===== src/rtl/core/rea_pkg.sv =====
// ----------------------------------------------------------------------------
// rea_pkg
// Shared widths, constants, stage types and the arctangent table of the
// elevation angle pipeline.
// ----------------------------------------------------------------------------
package rea_pkg;

    localparam int CW = 47;
    localparam int AW = 26;
    localparam int ZW = 41;
    localparam int TOP_BIT = 40;
    localparam int TABLE_LEN = 32;
    localparam int ARCTAN_STEPS_DEF = 16;
    localparam logic [15:0] KINV_Q16 = 16'd39797;
    localparam logic [14:0] RIGHT_ANGLE_Q8 = 15'd23040;

    localparam logic [2:0] REG_VIEW_X  = 3'd0;
    localparam logic [2:0] REG_VIEW_Y  = 3'd1;
    localparam logic [2:0] REG_VIEW_Z  = 3'd2;
    localparam logic [2:0] REG_SCALE_X = 3'd3;
    localparam logic [2:0] REG_SCALE_Y = 3'd4;
    localparam logic [2:0] REG_SCALE_Z = 3'd5;

    typedef struct packed {
        logic degen;
        logic neg;
        logic zero_z;
        logic zero_h;
    } side_t;

    typedef struct packed {
        logic signed [CW-1:0] x;
        logic signed [CW-1:0] y;
        logic signed [AW-1:0] a;
        logic [ZW-1:0]        z;
        side_t                side;
    } cord_t;

    function automatic logic signed [AW-1:0] atan_q16(input int i);
        logic signed [AW-1:0] v;
        case (i)
            0:       v = 26'sd2949120;
            1:       v = 26'sd1740967;
            2:       v = 26'sd919879;
            3:       v = 26'sd466945;
            4:       v = 26'sd234379;
            5:       v = 26'sd117304;
            6:       v = 26'sd58665;
            7:       v = 26'sd29335;
            8:       v = 26'sd14668;
            9:       v = 26'sd7334;
            10:      v = 26'sd3667;
            11:      v = 26'sd1833;
            12:      v = 26'sd917;
            13:      v = 26'sd458;
            14:      v = 26'sd229;
            15:      v = 26'sd115;
            16:      v = 26'sd57;
            17:      v = 26'sd29;
            18:      v = 26'sd14;
            19:      v = 26'sd7;
            20:      v = 26'sd4;
            21:      v = 26'sd2;
            22:      v = 26'sd1;
            default: v = 26'sd0;
        endcase
        return v;
    endfunction

endpackage


===== src/rtl/core/rea_cordic_stage.sv =====
// ----------------------------------------------------------------------------
// rea_cordic_stage
// One registered vectoring rotation with its valid bit and stall handling.
// ----------------------------------------------------------------------------
module rea_cordic_stage #(
    parameter int SHIFT = 0
) (
    input  logic           clk,
    input  logic           rst_n,
    input  logic           in_valid,
    input  rea_pkg::cord_t in_data,
    input  logic           down_en,
    output logic           out_valid,
    output rea_pkg::cord_t out_data,
    output logic           up_en
);

    logic           valid_reg;
    rea_pkg::cord_t data_reg;
    rea_pkg::cord_t data_next;

    assign up_en = !valid_reg || down_en;
    assign out_valid = valid_reg;
    assign out_data = data_reg;

    always_comb
    begin
        data_next = in_data;
        if (!in_data.y[rea_pkg::CW-1])
        begin
            data_next.x = in_data.x + (in_data.y >>> SHIFT);
            data_next.y = in_data.y - (in_data.x >>> SHIFT);
            data_next.a = in_data.a + rea_pkg::atan_q16(SHIFT);
        end
        else
        begin
            data_next.x = in_data.x - (in_data.y >>> SHIFT);
            data_next.y = in_data.y + (in_data.x >>> SHIFT);
            data_next.a = in_data.a - rea_pkg::atan_q16(SHIFT);
        end
    end

    always_ff @(posedge clk or negedge rst_n)
    begin
        if (!rst_n)
        begin
            valid_reg <= 1'b0;
        end
        else if (up_en)
        begin
            valid_reg <= in_valid;
        end
    end

    always_ff @(posedge clk)
    begin
        if (up_en)
        begin
            data_reg <= data_next;
        end
    end

endmodule


===== config.mk =====
export PLATFORM = sky130hd
export DESIGN_NAME = rea_cordic_stage
export DESIGN_NICKNAME = d
export VERILOG_FILES = /design/src/rtl/core/rea_pkg.sv /design/src/rtl/core/rea_cordic_stage.sv
export SDC_FILE = /design/constraint.sdc
export NUM_CORES = 1
export LEC_CHECK = 0
export BUFFER_PORTS_ARGS = -buffer_cell sky130_fd_sc_hd__buf_2
export CAP_MARGIN = 20
export CORE_MARGIN = 1.5
export CORE_UTILIZATION = 30
export CTS_CLUSTER_SIZE = 16
export DETAILED_ROUTE_END_ITERATION = 7
export SLEW_MARGIN = 20
export SYNTH_ARGS = -nofsm -noshare
export SYNTH_HDL_FRONTEND = slang
export SYNTH_SLANG_ARGS = --single-unit

===== constraint.sdc =====
create_clock -name clk -period 8.5 [get_ports clk]
set_input_delay 1.7 -clock clk [delete_from_list [all_inputs] [get_ports clk]]
set_output_delay 1.7 -clock clk [all_outputs]
set_load 0.01 [all_outputs]

### Word-level counts from Yosys, hierarchy flattened

Index checks and enable logic that the tools add are counted.
W data, S select, Z words.

* muxes and demuxes: 1
* reduce and logical (&&, ||, !) cells: 2
* add/sub/neg operators: 5

Operators with widths (count)
* $mux W120: 1
* $sub A47 B47 Y47: 2
* $add A47 B47 Y47: 1
* $add A26 B23 Y26 const B: 1
* $sub A26 B23 Y26 const B: 1
* $logic_not A1 Y1: 1
* $logic_or A1 B1 Y1: 1

* output and inout bits: 167
* register bits: 166

### Depth between registers and ports, before layout

Gate-level depths: netlist of run 1.

* depth in word-level cells: 2
* mapped depth: 14
* depth with buffers taken out: 13

### Least setup slack after synthesis of run 1

OpenSTA, ideal clock, no wires.

* path type: input -> output
* start: input port down_en
* end: output port up_en
* required time: 6800 ps
* data arrival time: 5732 ps
* cell stages on the path: 1
* path slack: 1068 ps
* cell sequence: nand2b_1

* longest elaborated chain between the ends: 1

RTL lines
* start: declaration: RTL line rea_cordic_stage.sv:12 `input logic down_en,`
* $logic_or A1 B1 Y1: RTL line rea_cordic_stage.sv:22 `assign up_en = !valid_reg || down_en;`
* end: declaration: RTL line rea_cordic_stage.sv:15 `output logic up_en`

No other way between the ends.

==> run summary, run 1 <==
Result of the run = complete, no violations
Start-to-end type of the worst setup path = in2reg
Worst-Skew Late Latency = 0.49 ns
Synth top area cells = sky130_fd_sc_hd__edfxtp_1, sky130_fd_sc_hd__ha_1, sky130_fd_sc_hd__a21oi_1, sky130_fd_sc_hd__xnor2_1, sky130_fd_sc_hd__o21ai_0
Final ANT Viol Nets = 0
Std cell rows = 79
Most frequent cell after synthesis = sky130_fd_sc_hd__a21oi_1
Post-Syn Area per Cell = 9.051 µm²
Reported max-cap violation count = 0
H-tree levels = 4
Synth cell count leaders = sky130_fd_sc_hd__a21oi_1, sky130_fd_sc_hd__edfxtp_1, sky130_fd_sc_hd__ha_1, sky130_fd_sc_hd__inv_1, sky130_fd_sc_hd__o21ai_0
Startpoint types = primary input
Max Buffers Root-to-Sink = 2
FILL cells = 4785
Fraction of final layout cells sized beyond drive strength 1 = 21.91%
Layout Utilization = 36.31%
WHS = 0.9907 ns
Maximum clock frequency = 0.1909 GHz
Syn Std Cell Area = 14110 µm²
Peak supply drop = 132.1 µV
Cell variety after synth = 77
Req. time, crit path = 8.72 ns
Number of CTS-inserted buffers = 17
Power density over the cells = 172.1 nW/µm²
Global-route usage over all layers = 22.53%
Via count of the first global-routing pass = 12.69k
Boundary pin count = 336
Area growth from synthesis to layout = 19.53%
Leakage power = 7.434 nW
Maximum number of pins on one net before global-route repair = 82
Period utilization = 61.64%
Net count after synthesis = 1894
Count of flip-flops with a built-in enable after synthesis = 164
Count of vias placed by the detailed router = 13.28k
CTS Hold Buffers Added = 0
Drt drc = 0
Clk_skew = 0.01033 ns
Root Buffer Master = sky130_fd_sc_hd__clkbuf_16
Port bufs = 335
Number of antenna violations at the first check in global routing = 11
Wire length reported by the detailed router = 55450 µm
Setup bufs post-CTS = 0
End of the worst register-to-register path = out_data[49]
Layout net count = 2190
Wire per inst = 22.35 µm
Sum of net half-perimeters after detailed placement = 44850 µm
Number of sinks driven by the clock tree = 165
Critical Path End Type = flop
Clock-pin slew on the worst setup and hold paths = 0.07 ns
Post-synth ARST share = 0.6061%
Cell type contributing the most total cell area after synthesis = sky130_fd_sc_hd__edfxtp_1
Horiz. Die Dim = 219.9 µm
Worst setup slack for register-to-register paths = 5.56 ns
Worst r2r src = out_valid
Pins Over Slew Limit = 0
Crit-path max FO = 4
TritonCTS clock tree = yes
Transition time at the pin with the least slew margin = 1.001 ns
GPL Wtd Cong = 0.9603
Number of endpoints with negative hold slack in the final report = 0
Worst slew slack as a fraction of its limit = 33.25%
Synth top area share = 34.90%
Total core area = 46460 µm²
First-pass GRT wire length = 80070 µm
Setup repair after global routing missed its margin = false
Grt total ovfl = 0
1st-pass router iterations = 6
Cells resized by post-CTS repair = 0
Type of the most critical hold path = in2async
Setup total negative slack = 0 ns
Sequential share of the synthesized area = 35.08%
Die extent in y = 219.9 µm
Initial core utilization = 30.37%
Most used flip-flop cell after synthesis = sky130_fd_sc_hd__edfxtp_1
Synthesized instance count = 1559
Total Die Area = 48350 µm²
Detailed-route vias per instance = 5.351
Final count of negative-setup-slack endpoints = 0
Initial DRC Count = 1273
Total number of yosys warnings = 0
Final Critical Period = 5.239 ns
Worst-case reg-to-reg path depth = 3
Register bit total from synthesis = 165
Arrival time reported for the critical path endpoint = 5.46 ns
logic make-up (layout without fill, tap and decap cells):
logic type | after synthesis | in the layout | share of synthesized area, %
compound gates | 541 | 541 | 23.94
xor+xnor | 100 | 100 | 6.207
fa+ha+maj | 166 | 166 | 14.93
buf+inv | 212 | 520 | 6.047
flops | 165 | 165 | 35.08
mux | 31 | 31 | 2.217
other cells | 0 | 7 | 0
simple gates | 344 | 344 | 11.58
final cells by class:
| type | instances | area (µm²) | share of cell area (%) |
|---|---|---|---|
| antenna | 7 | 17.52 | 0.1039 |
| clock buffer | 18 | 429.2 | 2.544 |
| clock inverter | 13 | 115.1 | 0.6824 |
| inverter | 147 | 551.8 | 3.271 |
| multi-input combinational | 1182 | 8315 | 49.30 |
| sequential | 165 | 4950 | 29.35 |
| tap | 607 | 759.5 | 4.503 |
| timing repair buffer | 342 | 1729 | 10.25 |
where the power goes:
group	switching, mW	leakage (nW)	internal (mW)
logic	0.679	5.52	0.370
clock network	0.379	0.258	0.380
registers	0.0406	1.66	1.05
layout by cell type, fill, tap and decap left out, types with 38 or more instances in the layout:
master and n:
sky130_fd_sc_hd__buf_2 335, sky130_fd_sc_hd__a21oi_1 197, sky130_fd_sc_hd__edfxtp_1 164, sky130_fd_sc_hd__ha_1 162, sky130_fd_sc_hd__inv_1 137, sky130_fd_sc_hd__o21ai_0 125
sky130_fd_sc_hd__nor2_1 106, sky130_fd_sc_hd__xnor2_1 96, sky130_fd_sc_hd__nand2_1 88, sky130_fd_sc_hd__o21bai_1 40, sky130_fd_sc_hd__a21o_1 38
critical path: stages:
cell                       delay (ns)
sky130_fd_sc_hd__buf_2           0.11
sky130_fd_sc_hd__inv_1           0.04
sky130_fd_sc_hd__ha_1            0.21
sky130_fd_sc_hd__fa_1            0.40
sky130_fd_sc_hd__nand2b_1        0.18
sky130_fd_sc_hd__a21oi_1         0.32
sky130_fd_sc_hd__o21ai_0         0.26
sky130_fd_sc_hd__o41ai_2         0.62
sky130_fd_sc_hd__a21oi_1         0.24
sky130_fd_sc_hd__o21ai_0         0.62
sky130_fd_sc_hd__inv_1           0.09
sky130_fd_sc_hd__o21ai_0         0.35
sky130_fd_sc_hd__a21oi_1         0.15
sky130_fd_sc_hd__xnor2_1         0.17
state kept, by name (all words and copies together), names as in the netlist:
| name | cells |
|---|---|
| out_data | 164 |
| out_valid | 1 |
how the worst max path moves through the flow:
stage | from | to
finish | in_data[118] | out_data[156]
global route | in_data[118] | out_data[156]
CTS | in_data[102] | out_data[164]
detailed placement | in_data[102] | out_data[164]
global placement | in_data[102] | out_data[164]
floorplan | down_en | up_en
metrics by stage:
stage               total power, mW  instances  area (µm²)  worst slack, ns
CTS                           2.921       2474       16850            3.380
floorplan                     1.738       1559       14110            1.068
global placement              2.146       2443       16310            2.823
detailed placement            2.147       2443       16310            2.882
finish                        2.903       2481       16870            3.261
global route                  3.048       2477       16860            3.051
routing by layer:
metal	GRT usage [%]	wire [µm]	vias up
li1	-	-	6220
met4	9.977	1806	4
met2	36.82	25890	666
met1	27.88	22650	6297
met5	0	26	-
met3	5.687	5076	88
Power figures use the tool's default switching activity.
==> run 2: changes to the inputs <==
ABC_AREA = 1   (was not set)
clock period = 5.3 ns   (was 8.5 ns; I/O delays follow)
==> run 2 against run 1 <==
  * Critical path depth fell by 6
  * Non-clock buffer count fell by 2
  * Sequential power rose by 55%
  * Clock skew rose by 0.011 ns
  * Combinational power rose by 87%
  * Design area rose by 26%
  * Area after synthesis rose by 30%
  * Count of clock-buffer cells in the layout fell by 1
  * Largest cell class unchanged
==> run summary, run 2 <==
Via count of the first global-routing pass = 18.29k (+44%)
Synth cell count leaders = sky130_fd_sc_hd__nand2_1, sky130_fd_sc_hd__inv_1, sky130_fd_sc_hd__nand3_1, sky130_fd_sc_hd__nor2_1, sky130_fd_sc_hd__edfxtp_1
Net count after synthesis = 3233 (+71%)
Sequential share of the synthesized area = 26.96% (-8.1 points)
End of the worst register-to-register path = out_data[92]
Initial core utilization = 30.36% (about the same)
Layout net count = 3527 (+61%)
Synth top area share = 26.82% (-8.1 points)
Boundary pin count = 336 (unchanged)
Startpoint types = primary input
Setup bufs post-CTS = 0 (unchanged)
Setup total negative slack = 0 ns (unchanged)
Fraction of final layout cells sized beyond drive strength 1 = 16.04% (-5.9 points)
First-pass GRT wire length = 106500 µm (+33%)
Most common cell after layout, fill and taps aside = sky130_fd_sc_hd__nand2_1
Total Die Area = 62700 µm² (+30%)
Req. time, crit path = 5.55 ns (-3.17 ns)
GPL Wtd Cong = 0.9940 (+3.5%)
Synth top area cells = sky130_fd_sc_hd__edfxtp_1, sky130_fd_sc_hd__nand2_1, sky130_fd_sc_hd__inv_1, sky130_fd_sc_hd__ha_1, sky130_fd_sc_hd__nand3_1
Count of flip-flops with a built-in enable after synthesis = 164 (unchanged)
Drt drc = 0 (unchanged)
Maximum number of pins on one net before global-route repair = 75 (-8.5%)
Global-route usage over all layers = 22.78% (+0.26 points)
Flip-flop count of the largest register, all copies and words added = 164 (unchanged)
Total core area = 60470 µm² (+30%)
Clock-pin slew on the worst setup and hold paths = 0.07 ns (about the same)
Synthesized instance count = 2898 (+86%)
Transition time at the pin with the least slew margin = 0.7948 ns (-0.2065 ns)
Final Critical Period = 3.292 ns
Die extent in y = 250.4 µm (+14%)
Pins Over Slew Limit = 0 (unchanged)
H-tree levels = 4 (unchanged)
Register bit total from synthesis = 165 (unchanged)
Worst r2r src = out_valid
Final ANT Viol Nets = 0 (unchanged)
Worst slew slack as a fraction of its limit = 47.01% (+14 points)
Number of CTS-inserted buffers = 17 (unchanged)
Post-Syn Area per Cell = 6.336 µm² (-30%)
Std cell rows = 90 (+14%)
Cells resized by post-CTS repair = 0 (unchanged)
Number of endpoints with negative hold slack in the final report = 0 (unchanged)
Root Buffer Master = sky130_fd_sc_hd__clkbuf_16
1st-pass router iterations = 6 (unchanged)
Number of antenna violations at the first check in global routing = 0 (-11)
Crit-path max FO = 44 (+40)
Power density over the cells = 235.0 nW/µm² (+37%)
Result of the run = complete, no violations
Commonest non-fill, non-tap cells in the layout = sky130_fd_sc_hd__nand2_1, sky130_fd_sc_hd__inv_1, sky130_fd_sc_hd__buf_2, sky130_fd_sc_hd__nand3_1, sky130_fd_sc_hd__nor2_1
Detailed-route vias per instance = 4.790 (-10%)
Most used cell along the critical path = sky130_fd_sc_hd__nor2_1
Type of the most critical hold path = in2async
Total number of yosys warnings = 0 (unchanged)
Wire per inst = 18.13 µm (-19%)
Syn Std Cell Area = 18360 µm² (+30%)
Arrival time reported for the critical path endpoint = 3.54 ns (-1.92 ns)
CTS Hold Buffers Added = 0 (unchanged)
Critical Path End Type = flop
Delay of the slowest cell on the worst path = 0.64 ns (+0.02 ns)
Worst-case reg-to-reg path depth = 2 (-1)
Sum of net half-perimeters after detailed placement = 61490 µm (+37%)
Final count of negative-setup-slack endpoints = 0 (unchanged)
Worst setup slack for register-to-register paths = 3.25 ns (-2.31 ns)
Grt total ovfl = 0 (unchanged)
Period utilization = 62.12%
Pwr Total = 4.988 mW (+72%)
Start-to-end type of the worst setup path = in2reg
Series of cell instances along the critical path = buf_4, clkinv_2, fa_1, o21ai_0, a21oi_1, nor2_1, nor2_1, xnor2_1
Dominant delay contributor by cell family on the critical path = buffers and inverters
Master of the slowest instance on the critical path = sky130_fd_sc_hd__clkinv_2
Horiz. Die Dim = 250.4 µm (+14%)
Clk_skew = 0.02090 ns (+0.01057 ns)
Wire length reported by the detailed router = 72290 µm (+30%)
Max Buffers Root-to-Sink = 2 (unchanged)
Maximum clock frequency = 0.3037 GHz
Cell variety after synth = 44 (-43%)
Most frequent cell after synthesis = sky130_fd_sc_hd__nand2_1
TritonCTS clock tree = yes
Cell type contributing the most total cell area after synthesis = sky130_fd_sc_hd__edfxtp_1
Post-synth ARST share = 0.6061% (unchanged)
Peak supply drop = 187.0 µV (+42%)
Port bufs = 335 (unchanged)
Total buffers and inverters traversed by the critical path = 2 (-1)
Initial DRC Count = 1743 (+37%)
Leakage power = 11.74 nW (+58%)
Reported max-cap violation count = 0 (unchanged)
Worst-Skew Late Latency = 0.51 ns (+0.02 ns)
Count of antenna diodes in the layout = 0 (-7)
Count of vias placed by the detailed router = 19.10k (+44%)
Most used flip-flop cell after synthesis = sky130_fd_sc_hd__edfxtp_1
Area growth from synthesis to layout = 15.62%
Number of sinks driven by the clock tree = 165 (unchanged)
Setup repair after global routing missed its margin = false
## run 2: kinds of logic after synthesis
group	Yosys count	synth area share (%)
xor gates and xnor gates	34	1.622
AOI/OAI and AO/OA	253	7.755
buffers and inverters	652	14.41
adders and majority gates	166	11.48
and+or+nand+nor	1626	37.67
DFF	165	26.96
muxes	2	0.1090
## run 2: area by class of cell
cell class                 instances  area [µm²]
tap                              782       978.4
multi-input combinational       2081       10780
clock inverter                    15       172.7
clock buffer                      17       425.4
timing repair buffer             340        1717
sequential                       165        4950
fill                            6697       39240
inverter                         587        2205
## run 2: stage by stage
stage | hold WS, ns | worst slack, ns | std cells | util (%) | instance area [µm²]
floorplan | 0.7644 | 1.157 | 2898 | - | 18360
global placement | 0.8345 | 1.547 | 3955 | 34.12 | 20630
detailed placement | 0.8373 | 1.495 | 3955 | 34.12 | 20630
CTS | 0.2943 | 2.047 | 3987 | 35.11 | 21230
global route | 0.3020 | 1.738 | 3987 | 35.11 | 21230
finish | 0.3324 | 2.008 | 3987 | 35.11 | 21230
## run 2: how the worst max path moves through the flow
stage | start | endpoint | cells past startpoint
after floorplan | down_en | up_en | 2
after global placement | in_data[117] | out_data[67] | 9
after detailed placement | in_data[117] | out_data[67] | 8
after CTS | in_data[117] | out_data[67] | 8
after global routing | in_data[117] | out_data[68] | 9
final | in_data[117] | out_data[67] | 8
## run 2: power by group
group	switching (mW)	internal (mW)	total, mW
clock network	0.683	0.638	1.32
logic	1.37	0.594	1.96
registers	0.0564	1.65	1.70
total	2.11	2.88	4.99
## run 2: metal layers
layer	global-route usage [%]	share of wire, %	vias to the layer above
met1	28.26	43	8654
met5	0	0	-
met4	11.77	5.1	0
met2	38.21	46	743
met3	3.409	5.7	151
li1	-	-	9549
==> run 3: changes to the inputs <==
clock period = 3.35 ns   (was 5.3 ns; I/O delays follow)
==> run 3 against run 2 <==
  * Count of clock-buffer cells in the layout did not move
  * Clock power is 66% higher
  * Setup slack worse by 1.4 ns
  * First-iteration DRC count decreased by 14%
  * Via count grew 0.39%
  * Wire length grew 0.78%
  * Cell count grew 1.5%
  * Register-to-register slack got worse by 1.6 ns
  * Clock skew is 0.00098 ns lower
  * Sequential share of layout area shrank 0.56 points
  * Critical endpoint is now out_data[102]
==> run summary, run 3 (synthesis results as in run 2) <==
Setup total negative slack = 0 ns (unchanged)
Setup repair after global routing missed its margin = false
Commonest non-fill, non-tap cells in the layout = sky130_fd_sc_hd__nand2_1, sky130_fd_sc_hd__inv_1, sky130_fd_sc_hd__buf_2, sky130_fd_sc_hd__nand3_1, sky130_fd_sc_hd__nor2_1
Part of the power in registers = 33.4% (-0.7 points)
Startpoint types = primary input
Layout net count = 3585 (+1.6%)
Pins Over Slew Limit = 0 (unchanged)
Power share of the combinational group = 39.5% (about the same)
TritonCTS clock tree = yes
Wire length reported by the detailed router = 72860 µm (+0.78%)
Initial core utilization = 30.36% (unchanged)
Final count of negative-setup-slack endpoints = 0 (unchanged)
Horiz. Die Dim = 250.4 µm (unchanged)
Total Die Area = 62700 µm² (unchanged)
Number of endpoints with negative hold slack in the final report = 0 (unchanged)
Port bufs = 335 (unchanged)
Number of sinks driven by the clock tree = 165 (unchanged)
Die extent in y = 250.4 µm (unchanged)
Switching share of total power = 42.32% (about the same)
Wire per inst = 18.01 µm (-0.66%)
FILL cells = 6664 (-0.49%)
H-tree levels = 4 (unchanged)
Final ANT Viol Nets = 0 (unchanged)
Count of antenna diodes in the layout = 0 (unchanged)
Global-route usage over all layers = 23.06% (+0.28 points)
Clock-pin slew on the worst setup and hold paths = 0.09 ns (+0.02 ns)
Number of CTS-inserted buffers = 17 (unchanged)
Result of the run = complete, no violations
Via count of the first global-routing pass = 18.45k (+0.89%)
Final Critical Period = 2.758 ns
Routing layer with the top usage in global route = met2
Clock Power Share = 27.1% (+0.6 points)
Crit-path max FO = 10 (-77%)
Area growth from synthesis to layout = 18.45%
Worst-Skew Late Latency = 0.51 ns (about the same)
GRT met3 Usage = 3.180% (-0.23 points)
Worst r2r src = out_valid
Period utilization = 82.33%
End of the worst register-to-register path = out_data[54]
Reported max-cap violation count = 0 (unchanged)
Switching component of the power = 3.416 mW (+62%)
Start-to-end type of the worst setup path = in2reg
Max Buffers Root-to-Sink = 2 (unchanged)
Clk_skew = 0.01992 ns (-0.0009753 ns)
Boundary pin count = 336 (unchanged)
Type of the most critical hold path = in2reg
Grt total ovfl = 0 (unchanged)
Total core area = 60470 µm² (unchanged)
Maximum clock frequency = 0.3626 GHz
Std cell rows = 90 (unchanged)
Number of antenna violations at the first check in global routing = 0 (unchanged)
Arrival time reported for the critical path endpoint = 3.00 ns (-0.54 ns)
Worst setup slack for register-to-register paths = 1.68 ns (-1.57 ns)
Detailed-route vias per instance = 4.740 (-1.0%)
Most common cell after layout, fill and taps aside = sky130_fd_sc_hd__nand2_1
GR Layer Usage met2 = 40.01% (+1.8 points)
Total placed instance area = 21100 µm² (+2.3%)
Cell area after layout = 21750 µm² (+2.5%)
Sum of net half-perimeters after detailed placement = 61980 µm (+0.81%)
Met1 layer usage reported by global route = 28.53% (+0.26 points)
Maximum number of pins on one net before global-route repair = 95 (+27%)
Hold Crit Start = in_data[35]
Critical Path End Type = flop
Flip-flop count of the largest register, all copies and words added = 164 (unchanged)
Root Buffer Master = sky130_fd_sc_hd__clkbuf_16
Drt drc = 0 (unchanged)
Layout Utilization = 35.97% (+0.86 points)
1st-pass router iterations = 6 (unchanged)
Terminating pin of the worst hold path = out_data[35]
Transition time at the pin with the least slew margin = 0.7063 ns (-0.08847 ns)
First-pass GRT wire length = 107900 µm (+1.3%)
Peak supply drop = 364.8 µV (+95%)
Initial DRC Count = 1505 (-14%)
Req. time, crit path = 3.60 ns (-1.95 ns)
Power density over the cells = 371.2 nW/µm² (+58%)
Int Power = 4.657 mW (+62%)
Fraction of final layout cells sized beyond drive strength 1 = 17.50% (+1.5 points)
Worst slew slack as a fraction of its limit = 52.41% (+5.4 points)
Leakage power = 12.06 nW (+2.7%)
Setup bufs post-CTS = 0 (unchanged)
Number of stages on the worst hold path = 1
Worst-case reg-to-reg path depth = 2 (unchanged)
GPL Wtd Cong = 1.007 (+1.3%)
Count of vias placed by the detailed router = 19.17k (+0.39%)
run 3: cell count changes in the layout (fill, tap and decap cells not counted):
cell | previous run | this run
sky130_fd_sc_hd__inv_8 | 5 | 0
sky130_fd_sc_hd__inv_16 | 0 | 1
sky130_fd_sc_hd__clkinv_8 | 3 | 7
sky130_fd_sc_hd__dlygate4sd3_1 | 0 | 1
sky130_fd_sc_hd__inv_12 | 1 | 3
sky130_fd_sc_hd__clkinvlp_4 | 1 | 0
sky130_fd_sc_hd__buf_12 | 0 | 3
sky130_fd_sc_hd__buf_4 | 6 | 60
sky130_fd_sc_hd__inv_6 | 4 | 3
run 3: final cells by class:
cell class,count,area [µm²],area share [%]
clock buffer,17,425.4,1.956
clock inverter,15,217.7,1.001
inverter,587,2205,10.14
multi-input combinational,2081,10780,49.57
sequential,165,4950,22.76
tap,782,978.4,4.499
timing repair buffer,398,2192,10.08
run 3: power by group through the flow:
stage	combinational [mW]	clock (mW)	sequential (mW)
after floorplan	1.79	0	2.86
after global placement	3.15	0	2.75
after detailed placement	3.15	0	2.75
after CTS	3.16	2.27	2.71
after global routing	3.50	2.33	2.73
final	3.19	2.19	2.70
run 3: worst max-delay path by stage:
stage                               end    startpoint  cells after the start  slack (ns)
after floorplan                   up_en       down_en                      2        0.82
after global placement    out_data[102]   in_data[73]                     16        0.15
after detailed placement  out_data[102]   in_data[77]                     16        0.13
after CTS                 out_data[102]   in_data[77]                     16        0.67
after global routing      out_data[159]  in_data[107]                     17        0.51
final                     out_data[102]   in_data[77]                     16        0.59
run 3: routing by layer:
metal,wire length [µm],part of all wire (%)
met1,31500,43
met4,2888,4.0
met3,3654,5.0
met2,34810,48
met5,0,0
run 3: per-stage QoR:
step                      std cells  hold WS (ns)  setup slack, ns  power (mW)
after CTS                      4045        0.2966           0.6677       8.137
after global routing           4045        0.3050           0.5070       8.552
after floorplan                2898        0.3744           0.8206       4.653
after detailed placement       4012        0.4463           0.1321       5.896
final                          4045        0.3358           0.5920       8.074
after global placement         4012        0.4458           0.1482       5.897
run 3: critical path, stage by stage:
cell	delay, ns
sky130_fd_sc_hd__buf_2	0.11
sky130_fd_sc_hd__inv_1	0.05
sky130_fd_sc_hd__ha_1	0.55
sky130_fd_sc_hd__nand2_1	0.11
sky130_fd_sc_hd__nand2_1	0.18
sky130_fd_sc_hd__inv_1	0.06
sky130_fd_sc_hd__nand2_1	0.12
sky130_fd_sc_hd__inv_1	0.05
sky130_fd_sc_hd__nand2_1	0.23
sky130_fd_sc_hd__inv_1	0.13
sky130_fd_sc_hd__o21ai_2	0.29
sky130_fd_sc_hd__nand2_1	0.16
sky130_fd_sc_hd__nand2_1	0.09
sky130_fd_sc_hd__nand2_1	0.05
sky130_fd_sc_hd__nand3_1	0.06
sky130_fd_sc_hd__nand2_1	0.09
run 3: timing repair:
item	4_1_cts	5_1_grt
gates resized for setup	0	0
setup endpoints to repair	0	0
hold buffers	1	0
hold endpoints to repair	1	0
